File: config.mk
export PLATFORM = sky130hd
export DESIGN_NAME = bsw_combine
export DESIGN_NICKNAME = d
export VERILOG_FILES = /design/src/hdl/bsw_combine.sv
export SDC_FILE = /design/constraint.sdc
export NUM_CORES = 2
export LEC_CHECK = 0
export BUFFER_PORTS_ARGS = -buffer_cell sky130_fd_sc_hd__buf_4
export CAP_MARGIN = 20
export CORE_MARGIN = 1
export CORE_UTILIZATION = 60
export CTS_BUF_LIST = sky130_fd_sc_hd__clkbuf_4 sky130_fd_sc_hd__clkbuf_8
export DETAILED_ROUTE_END_ITERATION = 10
export PLACE_DENSITY = 0.78
export RECOVER_POWER = 100
export SLEW_MARGIN = 10
export SYNTH_ARGS = -nofsm -noshare
export SYNTH_HDL_FRONTEND = slang
export SYNTH_SLANG_ARGS = --single-unit
export TNS_END_PERCENT = 5
File: constraint.sdc
create_clock -name clk -period 7.9 [get_ports clk]
set_clock_uncertainty 0.15 [all_clocks]
set_input_delay 0.79 -clock clk [delete_from_list [all_inputs] [get_ports clk]]
set_output_delay 0.79 -clock clk [all_outputs]
set_load 0.05 [all_outputs]
File: src/hdl/bsw_combine.sv
// Final product of speed width, taper and wobble, with saturation.
`timescale 1ns / 1ps
`default_nettype none
module bsw_combine (
    input  wire logic        clk,
    input  wire logic        en,
    input  wire logic [15:0] ws,
    input  wire logic [16:0] tap,
    input  wire logic [40:0] wob,
    output logic      [15:0] width
);

    logic [15:0] w1_reg, w1_next;
    logic [32:0] phi_reg, phi_next;
    logic [39:0] plo_reg, plo_next;
    logic [15:0] width_reg, width_next;

    logic [32:0] wt;
    logic [57:0] sum;

    always_comb
    begin
        wt = 33'(ws) * 33'(tap);
        w1_next = wt[31:16];
        phi_next = 33'(w1_reg) * 33'(wob[40:24]);
        plo_next = 40'(w1_reg) * 40'(wob[23:0]);
        sum = 58'({phi_reg, 24'd0}) + 58'(plo_reg);
        width_next = (|sum[57:56]) ? 16'hFFFF : sum[55:40];
    end

    always_ff @(posedge clk)
    begin
        if (en)
        begin
            w1_reg    <= w1_next;
            phi_reg   <= phi_next;
            plo_reg   <= plo_next;
            width_reg <= width_next;
        end
    end

    assign width = width_reg;

endmodule
`default_nettype wire

==> results.yml <==
status:
  status: "finished, violations left"
  violations: "design-rule violations, max-capacitance violations, max-slew violations"
sta:
  worstMarginPinSlew_ns: 4.46
  hold_viol_final: 0
  finalSetupTns_ns: 0
  rsz0062_at_grt: "no"
  max_clock_freq_mhz: 138
  whs_ns: 0.435
  fin_crit_ns: 7.23
  final.period_utilization_pct: 91.5
  relSlewSlack_pct: -198
  maxSlewViolCount: 82
  finalSetupViolCount: 0
logic_synthesis:
  synth_simple_gate_area_share_pct: 16.4
  synthAdderAreaFrac_pct: 57.4
  yosys-top-cells-count: "inv_1, fa_1, nand2_1, and2_1, ha_1"
  syn_inst: 3562
  synth_ff_type: "edfxtp_1"
  syn_avg_cell_area_um2: 9.04
  yosysUniqueCellTypes: 60
  synth.area.mux_share_pct: 0.0311
  synth_compound_area_share_pct: 4.67
  ys_top_cells_by_area: "fa_1, ha_1, inv_1"
  yosysMostFrequentCell: "inv_1"
  ys_ff_latch: 81
  yosys_warnings: 0
  syn_area_um2: 32200
  synth_enable_flop_cells: 81
  synthArstFlopShare_pct: 0
  synth_xor_area_share_pct: 2.04
  syn_nets: 4684
  ys_seq_area_share_pct: 7.56
  synth_top_family_by_area: "adder cells"
  yosysTopAreaCell: "fa_1"
  yosysTopAreaCellShare_pct: 44.7
route:
  drc: 8
  drt_first_pass_iters: 11
  drtIter0Drc: 1397
  vias: 23200
  vias_per_cell: 5.49
  wl_per_cell_um: 17.1
  ant_nets: 0
  drt_wl_total_um: 72500
clock_network:
  post_cts_resized: 0
  cts_buffers: 9
  cts_hold_buffers: 0
  cts_root_buf: "clkbuf_8"
  path_clk_slew_ns: 0.09
  cts_max_level: 3
  insertion_delay_ns: 0.39
  cts_setup_buffers: 0
  cts_buffer_depth: 2
  cts.sinks: 81
  cts_tree: "built"
grt:
  overflow: 0
  grtUsageTotal_pct: 28.4
  grt_max_degree: 82
  grt_pass1_vias: 25400
  grt_pass1_wl_um: 123000
  antenna_found_initial: 3
worst_setup_path:
  critPathMaxFanout: 17
  r2r_end: "phi_reg[30]"
  crit_arrival_ns: 7.26
  worstSetupEndpointType: "flip-flop"
  reg2reg_depth: 24
  required_ns: 7.93
  path_class: "flip-flop to flip-flop"
  critPathLaunchType: "flip-flop"
  r2r_slack_ns: 0.67
  r2r_start: "w1_reg[2]"
floorplan:
  ios: 92
  die_h_um: 234
  initial_core_util_pct: 61.0
  die_width_um: 234
  rows: 84
  die-area_um2: 54600
  core-area_um2: 52800
place:
  hpwl_um: 59500
  gp_congestion: 0.891
  port-buffer-count: 91
final_layout:
  layout.nets: 4663
  diodes: 0
  nFillCells: 4393
  areaGrowthSynthToFinish_pct: 3.88
  layout-drive-gt1-share_pct: 3.50
  largest_register_ffs: 33
hold_path:
  min_from: "phi_reg[31]"
  hold_class: "flip-flop to flip-flop"
  hold_end: "width[15]"
  hold_depth: 1
run:
  cap_violations: 1
## placed cells by master (no fill, tap or decap), types with 4 or more instances in the layout
master,synthesis,routed
o31ai_1,4,4
nand2_1,641,641
buf_4,1,98
o21bai_1,4,4
a41oi_1,5,6
clkbuf_8,0,9
nand4_1,8,8
inv_1,868,868
or2_2,5,5
ha_1,327,327
and4_1,4,4
fa_1,719,719
o21ai_0,32,32
nand3_1,20,20
nor3_1,22,22
a31oi_1,9,10
a221oi_1,4,4
nor2_1,49,49
o211ai_1,10,11
and3_1,12,13
nor2b_1,8,8
a211oi_1,7,9
a21oi_1,75,76
clkbuf_1,149,20
nand2b_1,4,4
xnor2_1,44,44
o21a_1,7,7
a21o_1,29,29
and2_1,338,330
inv_6,0,4
edfxtp_1,81,81
xor2_1,31,31
and2_0,0,8
## layer usage
metal	vias to the layer above	global-route usage (%)	share of wire, %
met1	11800	37.3	41
met2	818	49.7	50
met3	139	3.15	6.6
li1	10500	-	-
met4	6	8.00	2.6
met5	-	0	0.055
## per-stage QoR
step | cell area, µm² | util (%) | cells | setup WS [ns]
after floorplan | 32200 | - | 3562 | 1.07
after global placement | 33400 | 63.3 | 4218 | 0.976
after detailed placement | 33400 | 63.3 | 4218 | 0.809
after CTS | 33600 | 63.6 | 4234 | 0.784
after global routing | 33400 | 63.4 | 4234 | 0.270
final | 33400 | 63.4 | 4234 | 0.668
## logic make-up (layout without fill, tap and decap cells)
group,after synthesis,count (layout)
fa+ha+maj,1046,1046
mux,1,1
buf+inv,1019,1003
compound gates,219,219
flops,81,81
xor+xnor,75,75
simple gates,1121,1121
## layout make-up
type | instances | area, µm² | area share, %
multi-input cells | 2462 | 25900 | 77.3
well taps | 688 | 861 | 2.57
clock inverters | 7 | 76.3 | 0.228
flip-flops and latches | 81 | 2430 | 7.27
repair buffers | 119 | 831 | 2.48
inverters | 868 | 3260 | 9.74
clock buffers | 9 | 124 | 0.370
## critical path, stage by stage, from the launching register on
cell      delay, ns
edfxtp_1       0.67
buf_4          0.37
clkbuf_1       0.51
and2_0         0.24
fa_1           0.42
inv_1          0.09
fa_1           0.38
inv_1          0.07
ha_1           0.13
inv_1          0.05
fa_1           0.47
inv_1          0.06
fa_1           0.57
inv_1          0.06
fa_1           0.48
inv_1          0.05
ha_1           0.34
o21ai_0        0.13
a21oi_1        0.20
a211oi_1       0.12
nor3_1         0.40
a31oi_1        0.23
o211ai_1       0.41
a21oi_1        0.11
o311ai_0       0.29
## worst max path at each step
| stage | from | endpoint | slack, ns | cells past startpoint |
|---|---|---|---|---|
| after detailed placement | w1_reg[4] | plo_reg[39] | 0.81 | 22 |
| after CTS | w1_reg[4] | plo_reg[39] | 0.78 | 22 |
| after global routing | w1_reg[2] | phi_reg[30] | 0.27 | 24 |
| after floorplan | ws[5] | w1_reg[12] | 1.07 | 23 |
| after global placement | w1_reg[4] | plo_reg[39] | 0.98 | 22 |
| final | w1_reg[2] | phi_reg[30] | 0.67 | 24 |
Power is not shown: default switching activity piles up to over one toggle a cycle in this logic, so the estimate is an artifact.
