**src/hdl/bsw_pkg.sv**
```systemverilog
// Package with the types and constants of the brush sample width block.
`timescale 1ns / 1ps
`default_nettype none
package bsw_pkg;

    localparam int LATENCY = 7;

    localparam logic [2:0] REG_MIN_WIDTH     = 3'd0;
    localparam logic [2:0] REG_MAX_WIDTH     = 3'd1;
    localparam logic [2:0] REG_INV_SPEED_REF = 3'd2;
    localparam logic [2:0] REG_NOISE_AMOUNT  = 3'd3;
    localparam logic [2:0] REG_INV_TAPER_LEN = 3'd4;
    localparam logic [2:0] REG_STROKE_SEED   = 3'd5;
    localparam logic [2:0] REG_FRAME_SEED    = 3'd6;

    localparam logic [15:0] RST_MIN_WIDTH     = 16'd461;
    localparam logic [15:0] RST_MAX_WIDTH     = 16'd2304;
    localparam logic [15:0] RST_INV_SPEED_REF = 16'd7282;
    localparam logic [15:0] RST_NOISE_AMOUNT  = 16'd9830;
    localparam logic [16:0] RST_INV_TAPER_LEN = 17'd7282;
    localparam logic [31:0] RST_STROKE_SEED   = 32'd0;
    localparam logic [31:0] RST_FRAME_SEED    = 32'd0;

    localparam logic [16:0] ONE_Q16 = 17'h10000;

    localparam logic [31:0] IDX_MUL = 32'h9E3779B1;
    localparam logic [31:0] MIX_C1  = 32'h7FEB352D;
    localparam logic [31:0] MIX_C2  = 32'h846CA68B;

    typedef struct packed {
        logic [15:0] min_width;
        logic [15:0] max_width;
        logic [15:0] inv_speed_ref;
        logic [15:0] noise_amount;
        logic [16:0] inv_taper_len;
        logic [31:0] stroke_seed;
        logic [31:0] frame_seed;
    } bsw_cfg_t;

endpackage
`default_nettype wire

```
**src/hdl/bsw_speed.sv**
```systemverilog
// Speed-dependent width: scale speed, clamp, and blend between max and min width.
`timescale 1ns / 1ps
`default_nettype none
module bsw_speed (
    input  wire logic             clk,
    input  wire logic             en,
    input  wire bsw_pkg::bsw_cfg_t cfg,
    input  wire logic [15:0]      speed,
    output logic      [15:0]      ws
);

    logic [31:0] prod_reg, prod_next;
    logic [15:0] dq_reg, dq_next;
    logic [15:0] ws_reg, ws_next;
    logic [15:0] ws_d_reg;

    logic        ge;
    logic [16:0] sp;
    logic [15:0] diff;
    logic [32:0] dprod;

    always_comb
    begin
        prod_next = 32'(speed) * 32'(cfg.inv_speed_ref);
        ge = cfg.max_width >= cfg.min_width;
        if (prod_reg[31:8] > 24'(bsw_pkg::ONE_Q16))
        begin
            sp = bsw_pkg::ONE_Q16;
        end
        else
        begin
            sp = prod_reg[24:8];
        end
        diff = ge ? (cfg.max_width - cfg.min_width) : (cfg.min_width - cfg.max_width);
        dprod = 33'(diff) * 33'(sp);
        dq_next = dprod[31:16];
        ws_next = ge ? (cfg.max_width - dq_reg) : (cfg.max_width + dq_reg);
    end

    always_ff @(posedge clk)
    begin
        if (en)
        begin
            prod_reg <= prod_next;
            dq_reg   <= dq_next;
            ws_reg   <= ws_next;
            ws_d_reg <= ws_reg;
        end
    end

    assign ws = ws_d_reg;

endmodule
`default_nettype wire

```
**config.mk**
```make
export PLATFORM = sky130hd
export DESIGN_NAME = bsw_speed
export DESIGN_NICKNAME = d
export VERILOG_FILES = /design/src/hdl/bsw_pkg.sv /design/src/hdl/bsw_speed.sv
export SDC_FILE = /design/constraint.sdc
export NUM_CORES = 1
export LEC_CHECK = 0
export BUFFER_PORTS_ARGS = -buffer_cell sky130_fd_sc_hd__buf_2
export CAP_MARGIN = 20
export CORE_MARGIN = 2
export CORE_UTILIZATION = 60
export CTS_CLUSTER_SIZE = 8
export DETAILED_ROUTE_END_ITERATION = 16
export PLACE_DENSITY = 0.8
export SLEW_MARGIN = 30
export SYNTH_ARGS = -nofsm -noshare
export SYNTH_HDL_FRONTEND = slang
export SYNTH_SLANG_ARGS = --single-unit
```
**constraint.sdc**
```tcl
create_clock -name clk -period 15.2 [get_ports clk]
set_clock_uncertainty 0.2 [all_clocks]
set_input_delay 1.52 -clock clk [delete_from_list [all_inputs] [get_ports clk]]
set_output_delay 1.52 -clock clk [all_outputs]
set_load 0.1 [all_outputs]
```
==> qor.csv <==
stage,metric,value,unit
run_status,status,"complete, no violations",
placed_design,GPL Wtd Cong,0.918,
critical_path,Worst Path Max Fanout,29,
route,Post-Route WL,50.9,mm
critical_path,CP max-delay cell,a21o_2,
critical_path,Reg2Reg Depth,26,
power,Psw,1.55,mW
critical_path,critical path startpoint,cfg[126],
final_layout,"most common cell after layout, fill and taps aside",inv_1,
synthesis,Post-Synthesis Cells,2375,
critical_path,CP required,15110,ps
sta,setup TNS,0,ps
critical_path,WS Path Type,input pin to flip-flop,
final_layout,fillcell total,2917,
floorplanning,DIE AREA,0.0370,mm2
placed_design,placed instance area,0.0221,mm2
power,switching share of power,50.0,%
synthesis,"Top FF cell, synth",edfxtp_1,
synthesis,Post-synth ARST share,0,%
floorplanning,Die Wd,192,um
global_route,largest net degree at the start of global routing,73,
sta,slew margin rel.,32.9,%
sta,Tmin final,11030,ps
global_route,GRT overflow,0,
power,maximum VDD drop,169,uV
route,DRT iter0 DRCs,939,
critical_path,stages on the worst setup path,34,
clocking,Clock Tree Buf Depth,2,
global_route,vias in the first global route,17700,
min_path,hold_sp,ws_reg[14]$_DFFE_PP_,
synthesis,syn_nets,3186,
floorplanning,Die Span Y,192,um
clocking,CTS buffer count,9,
final_layout,design area,0.0224,mm2
sta,worst-margin pin slew,1000,ps
critical_path,Reg-to-Reg End,dq_reg[15]$_DFFE_PP_,
synthesis,Netlist cell types,72,
placed_design,Port Buffers,81,
critical_path,CP most frequent cell,fa_1,
critical_path,crit path launch type,input pin,
synthesis,Mapped Area,0.0213,mm2
final_layout,"commonest cells after routing, fill and taps aside","507 x inv_1, 402 x fa_1, 322 x nand2_1, 246 x ha_1, 175 x nor2_1",
power,Comb power frac,77.5,%
sta,max-slew violations,0,
global_route,global-route wire length before repair,85.5,mm
sta,Final Hold Viols,0,
clocking,"Clk pin slew, worst setup/hold paths",70,ps
final_layout,Syn-to-layout area delta,5.15,%
global_route,met1 GRT Util,36.7,%
critical_path,Setup crit end kind,flip-flop,
route,WL per Instance,17.7,um
clocking,cts hold-fix bufs,0,
floorplanning,Initial Util,60.4,%
critical_path,buffers plus inverters on the worst setup path,6,
clocking,total clock sinks,72,
critical_path,CP endpoint,dq_reg[15]$_DFFE_PP_,
min_path,Hold Crit Class,flip-flop to flip-flop,
floorplanning,core area,0.0353,mm2
power,power share of the sequential group,15.6,%
clocking,Post-CTS Setup Inserts,0,
route,DRC,0,
sta,Final Cycle Share,72.5,%
floorplanning,io pins,179,
synthesis,"Avg Cell Area, Syn",8.97,um2
route,vias per cell,5.68,
route,vias,16300,
route,post-route ant nets,0,
global_route,met3 GRT Util,4.33,%
final_layout,share of cells above drive strength 1,6.00,%
job,number of max-cap violations,0,
power,clock share of power,6.9,%
critical_path,family with the most delay on the worst path,adder cells,
floorplanning,row count,69,
synthesis,sequential area share after synthesis,10.1,%
clocking,clk_lat worst skew,360,ps
placed_design,DP HPWL,41.6,mm
clocking,CTS root buf,clkbuf_16,
power,internal power,1.55,mW
global_route,Global Route Usage Sum,29.2,%
clocking,H-tree depth,3,
synthesis,Ys Warns,0,
power,pwr dens,138,mW/mm2
final_layout,max reg flops,32,
sta,fmax,0.0907,GHz
global_route,initial antenna violation count,0,
critical_path,Worst R2R Setup Slack,6360,ps
critical_path,Worst path max stage delay,620,ps
critical_path,reg2reg start,prod_reg[10]$_DFFE_PP_,
sta,final setup violating endpoints,0,
clocking,post-cts resize count,0,
global_route,GR peak layer,met2,
final_layout,number of diodes,0,
clocking,CTS tree,built,
route,Pre-antenna DRT Iters,5,
synthesis,Yosys reg bits,72,
sta,RSZ-0062 raised after global routing,no,
synthesis,Post-synth EDFFs,72,
critical_path,Worst Path Arrival,10930,ps
power,cell leakage power,11.3,nW
final_layout,Final #Nets,3222,
global_route,met2 Use GR,51.3,%
[power by group through the flow]
stage               Clock, mW  Combinational (mW)  Sequential (mW)
floorplan                   0                1.78            0.543
global placement            0                2.28            0.481
detailed placement          0                2.39            0.485
CTS                     0.217                2.41            0.481
global route            0.226                2.75            0.490
finish                  0.214                2.40            0.482
[worst reg2reg max path, cell delays in order, from the launching register on]
cell	delay (ps)
edfxtp_1	460
nor4_1	350
a41oi_1	410
nor2_1	210
buf_4	340
and2_1	700
nand2_1	180
fa_1	570
inv_1	70
fa_1	500
fa_1	580
fa_1	430
fa_1	500
inv_1	60
fa_1	490
inv_1	50
ha_1	350
a21o_1	210
a21o_1	160
a21oi_1	200
o211ai_1	260
a22o_1	250
a31oi_1	230
o2bb2ai_1	290
o21ai_0	240
a21oi_1	210
xnor2_1	90
[Yosys cell counts (all sizes together) (10+ instances only)]
cell type | count | area [um2]
fa | 402 | 8050
nor3 | 24 | 120
and2 | 119 | 744
xnor2 | 56 | 513
a21o | 24 | 180
nand2 | 332 | 1270
o21ai | 51 | 255
edfxtp | 72 | 2160
a211oi | 10 | 75.1
xor2 | 24 | 210
nand3 | 14 | 70.1
clkbuf | 60 | 225
inv | 507 | 1900
buf | 13 | 93.8
nor2b | 18 | 113
ha | 246 | 3080
nor2 | 175 | 657
o21a | 16 | 120
a21oi | 66 | 342
nand2b | 31 | 194
[through the flow]
stage          setup slack, ps  utilization, %  cells  hold slack (ps)  total power [mW]
3_5_place_dp              3610            62.7   2861              205              2.88
3_3_place_gp              3680            62.6   2861              200              2.76
5_1_grt                   3620            63.5   2877              224              3.47
6_report                  4170            63.5   2877              222              3.09
4_1_cts                   3920            63.5   2877              222              3.11
2_1_floorplan             5700               -   2375              200              2.33
[layout make-up]
cell class                      instances  area (um2)  share of cell area (%)
Clock buffer                            9         225                    1.00
Clock inverter                          7        60.1                   0.268
Inverter                              507        1900                    8.49
Multi-Input combinational cell       1723       16900                    75.6
Sequential cell                        72        2160                    9.65
Tap cell                              461         577                    2.57
Timing Repair Buffer                   98         536                    2.39
[kinds of logic (layout without fill, tap and decap cells)]
kind of cell / Yosys count / in the layout / share of synthesized area [%]
xor+xnor: 80 / 80 / 3.39
buf+inv: 580 / 621 / 10.4
flops: 72 / 72 / 10.1
compound gates: 227 / 227 / 7.06
fa+ha+maj: 648 / 648 / 52.2
mux: 8 / 8 / 0.393
simple gates: 760 / 760 / 16.4
[worst min path at each step]
stage	end	slack (ps)	depth (start not counted)
finish	ws[14]$_DFFE_PP_	220	0
global route	ws[14]$_DFFE_PP_	220	0
CTS	ws[15]$_DFFE_PP_	220	0
detailed placement	ws[15]$_DFFE_PP_	200	0
global placement	ws[6]$_DFFE_PP_	200	0
floorplan	ws[0]$_DFFE_PP_	200	0
[metal layers]
metal	wire length [um]	part of all wire [%]
met2	25300	50
met4	1750	3.4
met3	3520	6.9
met1	20300	40
met5	0	0
Note: power is estimated with default switching activity, not from simulation.
