$ cat config.mk
export PLATFORM = sky130hd
export DESIGN_NAME = bsw_hash
export DESIGN_NICKNAME = d
export VERILOG_FILES = /design/src/hdl/bsw_pkg.sv /design/src/hdl/bsw_hash.sv
export SDC_FILE = /design/constraint.sdc
export NUM_CORES = 2
export LEC_CHECK = 0
export BUFFER_PORTS_ARGS = -buffer_cell sky130_fd_sc_hd__buf_4
export CAP_MARGIN = 20
export CORE_ASPECT_RATIO = 2
export CORE_UTILIZATION = 55
export CTS_CLUSTER_SIZE = 30
export DETAILED_ROUTE_END_ITERATION = 10
export GPL_ROUTABILITY_DRIVEN = 0
export PLACE_DENSITY_LB_ADDON = 0.1
export SETUP_SLACK_MARGIN = 0.02
export SLEW_MARGIN = 5
export SYNTH_ARGS = -nofsm -noshare
export SYNTH_HDL_FRONTEND = slang
export SYNTH_SLANG_ARGS = --single-unit
$ cat constraint.sdc
create_clock -name clk -period 6.4 [get_ports clk]
set_input_delay 0.96 -clock clk [delete_from_list [all_inputs] [get_ports clk]]
set_output_delay 0.96 -clock clk [all_outputs]
set_load 0.01 [all_outputs]
$ cat src/hdl/bsw_pkg.sv
// Package with the types and constants of the brush sample width block.
`timescale 1ns / 1ps
`default_nettype none
package bsw_pkg;

    localparam int LATENCY = 7;

    localparam logic [2:0] REG_MIN_WIDTH     = 3'd0;
    localparam logic [2:0] REG_MAX_WIDTH     = 3'd1;
    localparam logic [2:0] REG_INV_SPEED_REF = 3'd2;
    localparam logic [2:0] REG_NOISE_AMOUNT  = 3'd3;
    localparam logic [2:0] REG_INV_TAPER_LEN = 3'd4;
    localparam logic [2:0] REG_STROKE_SEED   = 3'd5;
    localparam logic [2:0] REG_FRAME_SEED    = 3'd6;

    localparam logic [15:0] RST_MIN_WIDTH     = 16'd461;
    localparam logic [15:0] RST_MAX_WIDTH     = 16'd2304;
    localparam logic [15:0] RST_INV_SPEED_REF = 16'd7282;
    localparam logic [15:0] RST_NOISE_AMOUNT  = 16'd9830;
    localparam logic [16:0] RST_INV_TAPER_LEN = 17'd7282;
    localparam logic [31:0] RST_STROKE_SEED   = 32'd0;
    localparam logic [31:0] RST_FRAME_SEED    = 32'd0;

    localparam logic [16:0] ONE_Q16 = 17'h10000;

    localparam logic [31:0] IDX_MUL = 32'h9E3779B1;
    localparam logic [31:0] MIX_C1  = 32'h7FEB352D;
    localparam logic [31:0] MIX_C2  = 32'h846CA68B;

    typedef struct packed {
        logic [15:0] min_width;
        logic [15:0] max_width;
        logic [15:0] inv_speed_ref;
        logic [15:0] noise_amount;
        logic [16:0] inv_taper_len;
        logic [31:0] stroke_seed;
        logic [31:0] frame_seed;
    } bsw_cfg_t;

endpackage
`default_nettype wire

$ cat src/hdl/bsw_hash.sv
// Integer hash of seeds and index, and the wobble factor derived from it.
`timescale 1ns / 1ps
`default_nettype none
module bsw_hash (
    input  wire logic             clk,
    input  wire logic             en,
    input  wire bsw_pkg::bsw_cfg_t cfg,
    input  wire logic [10:0]      sample_index,
    output logic      [40:0]      wob
);

    localparam logic [41:0] WOB_ONE = 42'h100_0000_0000;

    logic [31:0] x0_reg, x0_next;
    logic [31:0] x1_reg, x1_next;
    logic [31:0] x2_reg, x2_next;
    logic [39:0] rn_reg, rn_next;
    logic [40:0] wob_reg, wob_next;

    logic [31:0] y1;
    logic [31:0] y2;
    logic [31:0] h;
    logic [41:0] wsum;

    always_comb
    begin
        x0_next = cfg.stroke_seed ^ cfg.frame_seed ^ (32'(sample_index) * bsw_pkg::IDX_MUL);
        y1 = x0_reg ^ (x0_reg >> 16);
        x1_next = y1 * bsw_pkg::MIX_C1;
        y2 = x1_reg ^ (x1_reg >> 15);
        x2_next = y2 * bsw_pkg::MIX_C2;
        h = x2_reg ^ (x2_reg >> 16);
        rn_next = 40'(h[23:0]) * 40'(cfg.noise_amount);
        wsum = WOB_ONE + {1'b0, rn_reg, 1'b0} - (42'(cfg.noise_amount) << 24);
        wob_next = wsum[40:0];
    end

    always_ff @(posedge clk)
    begin
        if (en)
        begin
            x0_reg  <= x0_next;
            x1_reg  <= x1_next;
            x2_reg  <= x2_next;
            rn_reg  <= rn_next;
            wob_reg <= wob_next;
        end
    end

    assign wob = wob_reg;

endmodule
`default_nettype wire

==> results.md <==
- Status: complete, but fails checks
- Failing checks: setup timing
- Die W: 197 um
- First-pass GRT wire length: 190000 um
- HP Start: rn_reg[0]$_DFFE_PP_
- DR pass1 iterations: 5
- TritonCTS buffer count: 17
- Via count: 31500
- Number of synthesis warnings: 0
- Ports: 199
- WS Path Type: register to register
- Worst-path clk slew: 0.09 ns
- Maximum number of pins on one net before global-route repair: 100
- # setup viols final: 15
- Via-to-Cell Ratio: ~5.3
- Final period utilization: 1.05
- Crit end category: register
- Critical path required time: around 6.7 ns
- Flop2flop setup slack: -0.33 ns
- Hold WC Path Type: register to register
- Register bit total from synthesis: approximately 180
- Die Ht: 393 um
- Initial antenna violation count: 0
- Final net count: 6442
- Final Skew: 0.0182 ns
- Via count of the first global-routing pass: about 35000
- Worst hold slack: 0.585 ns
- Antenna diodes: 0
- Cell total after placement: 5788
- Startpoint types: register
- CP cell instances: xor2_4 -> buf_4 -> ha_4 -> fa_1 -> ha_1 -> inv_1 -> fa_1 -> inv_1 -> fa_1 -> inv_1 -> fa_1 -> fa_1 -> fa_1 -> inv_1 -> ha_4 -> and4_4 -> buf_6 -> a32o_2 -> o32a_1 -> a221o_1 -> mux2i_1 -> nand4_1
- CTS Sinks: 176
- Distinct cells, synth: around 70
- Drt drc: 0
- Initial core utilization: 0.554
- RSZ-0062 raised after global routing: yes
- Drt wl/cell: 21.3 um
- Antenna viol nets, final: 0
- Max Fclk: 0.149 GHz
- Crit path from: x0_reg[20]$_DFFE_PP_
- Syn_area_per_cell: 9.96 um^2
- Cell Area, Synth: 42000 um^2
- Worst R2R Start: x0_reg[20]$_DFFE_PP_
- CTS Buffer Depth: 2
- Non-Filler Instances: ~5900
- Finished Core Util: 0.678
- Routed WL: 126000 um
- Crit path top cell by count: fa_1
- GR Overflow Total: 0
- Main flop type after synthesis: edfxtp_1
- Syn nets: 5776
- Top delay family on crit path: adder cells
- CP arrival: 7.00 ns
- Period minus WS final: 6.73 ns
- Pre-CTS setup slack: -0.804 ns
- PortBufs: 132
- Buf+Inv Stages, Crit Path: 6
- Crit path largest cell delay: between 0.5 and 0.6 ns
- Slew Viols, Final: 0
- Final Hold Fails: 0
- Die area: 77600 um^2
- FFs w/ async S/R, synth: 0
- Worst Tran Pin Value: 0.936 ns
- CP max FO: 5
- Hold buffers post-CTS: 0
- Slowest cell on the critical path: fa_1
- Tot GR Track Use: 0.339
- Fin worst setup slack: -0.331 ns
- Max-Cap Viols: 0
- FP Rows: 143
- Hpwl dp: 108000 um
- Sequential fraction of the synthesis area: 0.126
- CTS tree: built
- Clk_lat worst skew: between 0.5 and 0.6 ns
- Cells after Synth: 4220
- Share of cells above drive strength 1: 0.222
- Core Box Area: between 70000 and 80000 um^2
- P&R area growth vs syn: 22.3%
- Slew HR: 0.375
- H-tree levels: 4
- DRT iter0 DRCs: 1059
- EDFF count, synth: between 150 and 200
- Clk root buf: clkbuf_16
-- logic make-up after synthesis --
logic type | count (synthesis) | synth area share
simple gates | 662 | 0.0772
mux | 2 | 0.000476
flops | 176 | 0.126
compound gates | 399 | 0.0627
xor+xnor | 322 | 0.0674
fa+ha+maj | 1398 | 0.554
buf+inv | 1260 | 0.113
other cells | 1 | 0.0000892
-- cells in the mapped netlist (3+ instances only) --
| master | number | area share |
|---|---|---|
| or3_1 | 6 | 0.00089 |
| nor3_1 | 24 | 0.0029 |
| xnor2_1 | 225 | 0.047 |
| o21bai_1 | 19 | 0.0034 |
| inv_1 | 1185 | 0.11 |
| a211oi_1 | 13 | 0.0023 |
| o21a_1 | 31 | 0.0055 |
| nor2b_1 | 12 | 0.0018 |
| nand2b_1 | 17 | 0.0025 |
| and3_1 | 6 | 0.00089 |
| o211ai_1 | 9 | 0.0016 |
| and2_1 | 165 | 0.025 |
| nor2_1 | 79 | 0.0071 |
| and4_1 | 6 | 0.0013 |
| xor2_1 | 96 | 0.020 |
| fa_1 | 769 | 0.37 |
| clkbuf_1 | 73 | 0.0065 |
| nand3b_1 | 4 | 0.00071 |
| o31ai_1 | 7 | 0.0013 |
| a311oi_1 | 5 | 0.0010 |
| a31o_2 | 7 | 0.0015 |
| nand3_1 | 27 | 0.0032 |
| nor4_1 | 4 | 0.00060 |
| nand2_1 | 284 | 0.025 |
| nand4_1 | 12 | 0.0018 |
| a221oi_1 | 3 | 0.00063 |
| ha_1 | 629 | 0.19 |
| a21o_1 | 65 | 0.012 |
| o21ai_0 | 71 | 0.0085 |
| or2_2 | 5 | 0.00074 |
| o21ai_1 | 9 | 0.0011 |
| a211o_1 | 6 | 0.0013 |
| a21oi_1 | 110 | 0.013 |
| edfxtp_1 | 176 | 0.13 |
| nor3b_1 | 3 | 0.00054 |
| a31oi_1 | 11 | 0.0016 |
| o41ai_2 | 4 | 0.0015 |
-- stage by stage --
step | instance area [um^2] | TNS [ns]
2_1_floorplan | 42500 | 0
3_3_place_gp | 48200 | -12.47
3_5_place_dp | 48200 | -15.03
4_1_cts | 50000 | -1.70
5_1_grt | 51400 | -6.43
6_report | 51400 | -2.16
-- timing repair --
item                                    CTS  global route
buffers inserted                         43            62
gates cloned                              0             1
gates resized for setup                 168           224
pin swaps                               143           212
endpoints found under the setup margin   34            39
-- area by class of cell --
type	instances	area [um^2]
Clock buffer	17	425
Clock inverter	15	221
Fill cell	6061	24500
Inverter	1185	4450
Multi-Input combinational cell	2784	33900
Sequential cell	176	5290
Tap cell	1015	1270
Timing Repair Buffer	722	5870
-- cell usage in the layout (no fill, tap or decap), drive strengths merged, types with 19 or more instances in the layout --
cell type	Yosys	final
a21oi	112	112
edfxtp	176	176
xor2	96	96
and2	165	165
fa	769	769
clkbuf	73	19
o21bai	19	19
buf	2	720
nand2	284	284
xnor2	225	225
inv	1185	1195
ha	629	629
nor3	24	24
o21ai	81	81
nand3	27	27
a21o	65	65
o21a	32	32
nor2	79	79
-- path summary, 6_finish.rpt --
kind / to / depth (start not counted)
max: x1_reg[30]$_DFFE_PP_ / 22
min: wob[1]$_DFFE_PP_ / 0
max reg2reg: x1_reg[30]$_DFFE_PP_ / 22
min reg2reg: wob[1]$_DFFE_PP_ / 0
-- worst reg2reg max path: cells and delay by family (launching register included) --
kind                       cells  cell delay [ns]
xor gates and xnor gates       1             0.23
DFF                            1             0.48
adders and majority gates      9             3.68
muxes                          1             0.16
and+or+nand+nor                2             0.29
buffers and inverters          6             0.49
AOI/OAI and AO/OA              3             1.12
-- per-layer routing --
metal  wire length [um]  part of all wire  track usage
met5                  0                 0            0
met2              72000              0.57        0.679
met1              34100              0.27        0.261
met3               3810             0.030       0.0419
met4              15900              0.13        0.344
Power is not shown: default switching activity piles up to over one toggle a cycle in this logic, so the estimate is an artifact.
