<file path="src/hdl/bsw_pkg.sv">
// Package with the types and constants of the brush sample width block.
`timescale 1ns / 1ps
`default_nettype none
package bsw_pkg;

    localparam int LATENCY = 7;

    localparam logic [2:0] REG_MIN_WIDTH     = 3'd0;
    localparam logic [2:0] REG_MAX_WIDTH     = 3'd1;
    localparam logic [2:0] REG_INV_SPEED_REF = 3'd2;
    localparam logic [2:0] REG_NOISE_AMOUNT  = 3'd3;
    localparam logic [2:0] REG_INV_TAPER_LEN = 3'd4;
    localparam logic [2:0] REG_STROKE_SEED   = 3'd5;
    localparam logic [2:0] REG_FRAME_SEED    = 3'd6;

    localparam logic [15:0] RST_MIN_WIDTH     = 16'd461;
    localparam logic [15:0] RST_MAX_WIDTH     = 16'd2304;
    localparam logic [15:0] RST_INV_SPEED_REF = 16'd7282;
    localparam logic [15:0] RST_NOISE_AMOUNT  = 16'd9830;
    localparam logic [16:0] RST_INV_TAPER_LEN = 17'd7282;
    localparam logic [31:0] RST_STROKE_SEED   = 32'd0;
    localparam logic [31:0] RST_FRAME_SEED    = 32'd0;

    localparam logic [16:0] ONE_Q16 = 17'h10000;

    localparam logic [31:0] IDX_MUL = 32'h9E3779B1;
    localparam logic [31:0] MIX_C1  = 32'h7FEB352D;
    localparam logic [31:0] MIX_C2  = 32'h846CA68B;

    typedef struct packed {
        logic [15:0] min_width;
        logic [15:0] max_width;
        logic [15:0] inv_speed_ref;
        logic [15:0] noise_amount;
        logic [16:0] inv_taper_len;
        logic [31:0] stroke_seed;
        logic [31:0] frame_seed;
    } bsw_cfg_t;

endpackage
`default_nettype wire

</file>
<file path="src/hdl/bsw_taper.sv">
// Stroke-end taper: distance to the nearer end, scaling, clamp and smoothstep.
`timescale 1ns / 1ps
`default_nettype none
module bsw_taper #(
    parameter int MAX_POINTS = 2048
) (
    input  wire logic             clk,
    input  wire logic             en,
    input  wire bsw_pkg::bsw_cfg_t cfg,
    input  wire logic [10:0]      sample_index,
    input  wire logic [11:0]      sample_count,
    output logic      [16:0]      tap
);

    typedef struct packed {
        logic full;
        logic zero;
    } tap_flags_t;

    logic [10:0]  d_reg, d_next;
    logic [27:0]  tprod_reg, tprod_next;
    logic [16:0]  t_reg, t_next;
    logic [32:0]  t2_reg, t2_next;
    logic [16:0]  tap_reg, tap_next;
    tap_flags_t   fa_reg, fa_next;
    tap_flags_t   fb_reg;
    tap_flags_t   fc_reg;

    logic [11:0]        cnt_c;
    logic signed [12:0] a_s;
    logic signed [12:0] b_s;
    logic signed [12:0] d_s;
    logic [33:0]        t2_full;
    logic [17:0]        f;
    logic [50:0]        sprod;

    always_comb
    begin
        if ({5'd0, sample_count} > 17'(MAX_POINTS))
        begin
            cnt_c = 12'(MAX_POINTS);
        end
        else
        begin
            cnt_c = sample_count;
        end
        a_s = $signed({2'b00, sample_index});
        b_s = $signed({1'b0, cnt_c}) - 13'sd1 - a_s;
        d_s = (a_s < b_s) ? a_s : b_s;
        fa_next.full = cnt_c <= 12'd1;
        fa_next.zero = d_s[12] || (d_s == 13'sd0);
        d_next = d_s[10:0];

        tprod_next = 28'(d_reg) * 28'(cfg.inv_taper_len);

        if (tprod_reg > 28'(bsw_pkg::ONE_Q16))
        begin
            t_next = bsw_pkg::ONE_Q16;
        end
        else
        begin
            t_next = tprod_reg[16:0];
        end
        t2_full = 34'(t_next) * 34'(t_next);
        t2_next = t2_full[32:0];

        f = 18'(3 * 65536) - {t_reg, 1'b0};
        sprod = 51'(t2_reg) * 51'(f);
        if (fc_reg.full)
        begin
            tap_next = bsw_pkg::ONE_Q16;
        end
        else if (fc_reg.zero)
        begin
            tap_next = 17'd0;
        end
        else
        begin
            tap_next = sprod[48:32];
        end
    end

    always_ff @(posedge clk)
    begin
        if (en)
        begin
            d_reg     <= d_next;
            fa_reg    <= fa_next;
            tprod_reg <= tprod_next;
            fb_reg    <= fa_reg;
            t_reg     <= t_next;
            t2_reg    <= t2_next;
            fc_reg    <= fb_reg;
            tap_reg   <= tap_next;
        end
    end

    assign tap = tap_reg;

endmodule
`default_nettype wire

</file>
<file path="config.mk">
export PLATFORM = sky130hd
export DESIGN_NAME = bsw_taper
export DESIGN_NICKNAME = d
export VERILOG_FILES = /design/src/hdl/bsw_pkg.sv /design/src/hdl/bsw_taper.sv
export SDC_FILE = /design/constraint.sdc
export NUM_CORES = 2
export LEC_CHECK = 0
export BUFFER_PORTS_ARGS = -buffer_cell sky130_fd_sc_hd__buf_2
export CAP_MARGIN = 20
export CORE_MARGIN = 4
export CORE_UTILIZATION = 43
export CTS_BUF_LIST = sky130_fd_sc_hd__clkbuf_16
export CTS_CLUSTER_DIAMETER = 60
export CTS_CLUSTER_SIZE = 12
export DETAILED_ROUTE_END_ITERATION = 16
export SLEW_MARGIN = 20
export SYNTH_ARGS = -nofsm -noshare
export SYNTH_HDL_FRONTEND = slang
export SYNTH_SLANG_ARGS = --single-unit
</file>
<file path="constraint.sdc">
create_clock -name clk -period 9.15 [get_ports clk]
set_clock_uncertainty 0.1 [all_clocks]
set_input_delay 1.83 -clock clk [delete_from_list [all_inputs] [get_ports clk]]
set_output_delay 1.83 -clock clk [all_outputs]
set_load 0.01 [all_outputs]
</file>
==> impl_results.rst <==
.. list-table::
   :header-rows: 1

   * - Metric
     - Value
   * - Latest clock arrival within the worst-skew pair
     - about 0.40 ns
   * - Number of maximum-capacitance constraint violations
     - 0
   * - Die ar.
     - 87180 sq um
   * - GRT Resource Usage Total
     - 19.32%
   * - Number of port buffers
     - 58
   * - Setup repair after global routing missed its margin
     - no
   * - H-tree depth
     - 3
   * - Max Slew Vio Count
     - 0
   * - Synthesis-to-finish area growth
     - 6.389%
   * - Post-CTS Hold Buffers
     - 0
   * - R2R cell count
     - 28
   * - Number of clock sinks seen by CTS
     - 110
   * - Warnings from Yosys
     - 0
   * - CTS buffer count
     - 9
   * - First-pass GRT wire length
     - 135.1 mm
   * - Post-layout worst setup margin
     - 0.5160 ns
   * - Die width
     - ~300 um
   * - Final setup fails
     - 0
   * - Post-synth ARST share
     - 0%
   * - Number of synthesized register bits
     - 110
   * - Maximum number of buffers from clock root to sink
     - 2
   * - GRT overflow
     - 0
   * - Minimum clock period
     - about 8.6 ns
   * - Synth cell count leaders
     - sky130_fd_sc_hd__inv_1 (1009), sky130_fd_sc_hd__fa_1 (785), sky130_fd_sc_hd__nand2_1 (555)
   * - Crit-path max cell delay
     - 0.60 ns
   * - Setup bufs post-CTS
     - 0
   * - Share of post-route cells with drive strength above 1
     - 5.231%
   * - Clock slew seen by the registers of the worst setup and hold paths
     - 0.09 ns
   * - Maximum fanout encountered on the critical timing path
     - 23
   * - Area of the mapped netlist
     - 35490 sq um
   * - CP max stage cell
     - sky130_fd_sc_hd__or4_4
   * - DRT Pass-1 Iters
     - 5
   * - Final cycle utilization of the critical path
     - a little over nine tenths
   * - Final Hold Viols
     - 0
   * - Placement-stage cell area
     - about 37000 sq um
   * - Non-Filler Cell Area, Final
     - 37750 sq um
   * - Vias in the first global route
     - 26.93k
   * - Core ar.
     - 81980 sq um
   * - Post-synthesis area per instance
     - 9.215 sq um
   * - Max Fclk
     - approximately 120 MHz
   * - Non-filler cells in the finished layout
     - 4951
   * - Outcome
     - completed
   * - Cell count after synthesis
     - roughly 3.9k
   * - Total half-perimeter wirelength after legalization and detailed placement
     - 65.47 mm
   * - CTS root buf
     - sky130_fd_sc_hd__clkbuf_16
   * - Row count
     - around 110
   * - WL final
     - 78.71 mm
   * - Setup crit end kind
     - flip-flop
   * - Inst Count DP
     - a little under 5k
   * - Data arrival time of the critical path
     - between 8 and 9 ns
   * - Antenna violations before repair
     - 1
   * - Top area cells in the synthesized netlist
     - sky130_fd_sc_hd__fa_1 (44%), sky130_fd_sc_hd__ha_1 (12%), sky130_fd_sc_hd__inv_1 (11%)
   * - Setup TNS
     - 0 ns
   * - CP startpoint kind
     - flip-flop
   * - Final GP Congestion
     - 0.8230
   * - Antenna Violating Nets Remaining
     - 0
   * - Total number of nets in the final design
     - 5162
   * - Mean number of vias per cell
     - 4.920
   * - Post-CTS sizing
     - 0
   * - Worst Path Required
     - just over 9 ns
   * - Worst hold path cell count
     - 0
   * - WS Path Type
     - reg2reg
   * - Area leader, netlist
     - sky130_fd_sc_hd__fa_1
   * - Actual slew at the worst max-slew pin
     - 1.096 ns
   * - Final routed wire length divided by cell count
     - 15.90 um
   * - Number of vias in the routed layout
     - 24.36k
   * - Initial core utilization
     - 43.29%
   * - Remaining DRCs
     - 0
   * - Height of the die
     - a little under 300 um
   * - Count of flip-flops with a built-in enable after synthesis
     - 110
   * - Most used DFF post-synth
     - sky130_fd_sc_hd__edfxtp_1
   * - DRC violation total after the first TritonRoute iteration
     - between 900 and 1k
   * - Flip-flop count of the largest register after layout
     - 31
   * - Fraction of the yosys area taken by sequential cells
     - under 10%
   * - Area fraction of the dominant cell type after synthesis
     - 44.29%
   * - CTS tree
     - built
   * - Worst-case headroom to the max-slew limit
     - 26.56%
   * - Most frequent cell after synthesis
     - sky130_fd_sc_hd__inv_1
   * - Number of top-level pins
     - 187
   * - Cell repeated most along the worst path
     - sky130_fd_sc_hd__fa_1
   * - Synth unique cells
     - 76
   * - Class of the tightest hold or removal check
     - reg2reg
   * - Maximum number of pins on one net before global-route repair
     - 64
   * - Number of antenna repair diodes
     - 0
   * - Pre-CTS setup slack
     - roughly 0.38 ns
[cell usage in the layout, fill, tap and decap left out, drive strengths merged, types with 3 or more instances in the layout]
cell     netlist  routed
inv         1009    1011
fa           785     785
nand2        555     555
ha           330     330
and2         291     291
buf            2     138
edfxtp       110     110
xnor2         76      76
a21oi         74      74
and3          68      68
nor2          67      67
o21ai         50      50
conb           2      37
nor3          32      32
a21o          31      31
xor2          22      22
nor2b         21      21
o21a          21      21
nand3         20      20
o21bai        17      17
nor4          12      12
nand2b        11      11
a31oi         11      11
clkbuf       156       9
o211ai         7       7
or3            7       7
nand4          6       6
or2            6       6
or4            5       5
o2111ai        4       4
a2111oi        3       3
nor3b          3       3
a31o           3       3
a211oi         3       3
o31ai          3       3
[through the flow]
stage	hold slack (ns)	utilization (%)
2_1_floorplan	0.3003	-
3_3_place_gp	0.3024	45.69
3_5_place_dp	0.3045	45.69
4_1_cts	0.3242	46.03
5_1_grt	0.3314	46.05
6_report	0.3240	46.05
[routing by layer]
layer	track usage (%)	share of wire (%)
met1	24.77	43
met2	35.60	52
met3	1.803	2.9
met4	4.184	1.9
met5	0	0.0089
[critical path: cells and delay by family (launching register included)]
family | cells | cell delay, ns
DFF | 1 | 0.43
and+or+nand+nor | 7 | 1.89
adders and majority gates | 7 | 3.34
AOI/OAI and AO/OA | 6 | 1.43
xor gates and xnor gates | 2 | 0.46
buffers and inverters | 6 | 0.72
[layout make-up]
cell class	count	area (sq um)
Fill cell	7968	44230
Multi-Input combinational cell	2609	28060
Inverter	1009	3787
Sequential cell	110	3303
Tap cell	1070	1339
Timing Repair Buffer	138	980.9
Clock buffer	9	225.2
Clock inverter	6	55.05
[logic make-up after synthesis]
family | after synthesis | synth area share [%]
flip-flops | 110 | 9.309
AND/OR/NAND/NOR | 1113 | 15.28
buffers and inverters | 1167 | 12.35
adder cells (fa/ha/maj) | 1115 | 55.92
AO/OA/AOI/OAI | 243 | 4.570
multiplexers | 3 | 0.08815
other | 2 | 0.02116
XOR/XNOR | 98 | 2.461
[final timing paths]
check | startpoint | endpoint | slack [ns]
setup / recovery | t_reg[6] | tap[16] | 0.52
hold / removal | fa_reg[1] | fb_reg[1] | 0.32
setup reg to reg | t_reg[6] | tap[16] | 0.52
hold reg to reg | fa_reg[1] | fb_reg[1] | 0.32
Power is left out: the tool's default activity adds up to more than one toggle a clock period on the data nets, which glitch-free logic cannot reach.
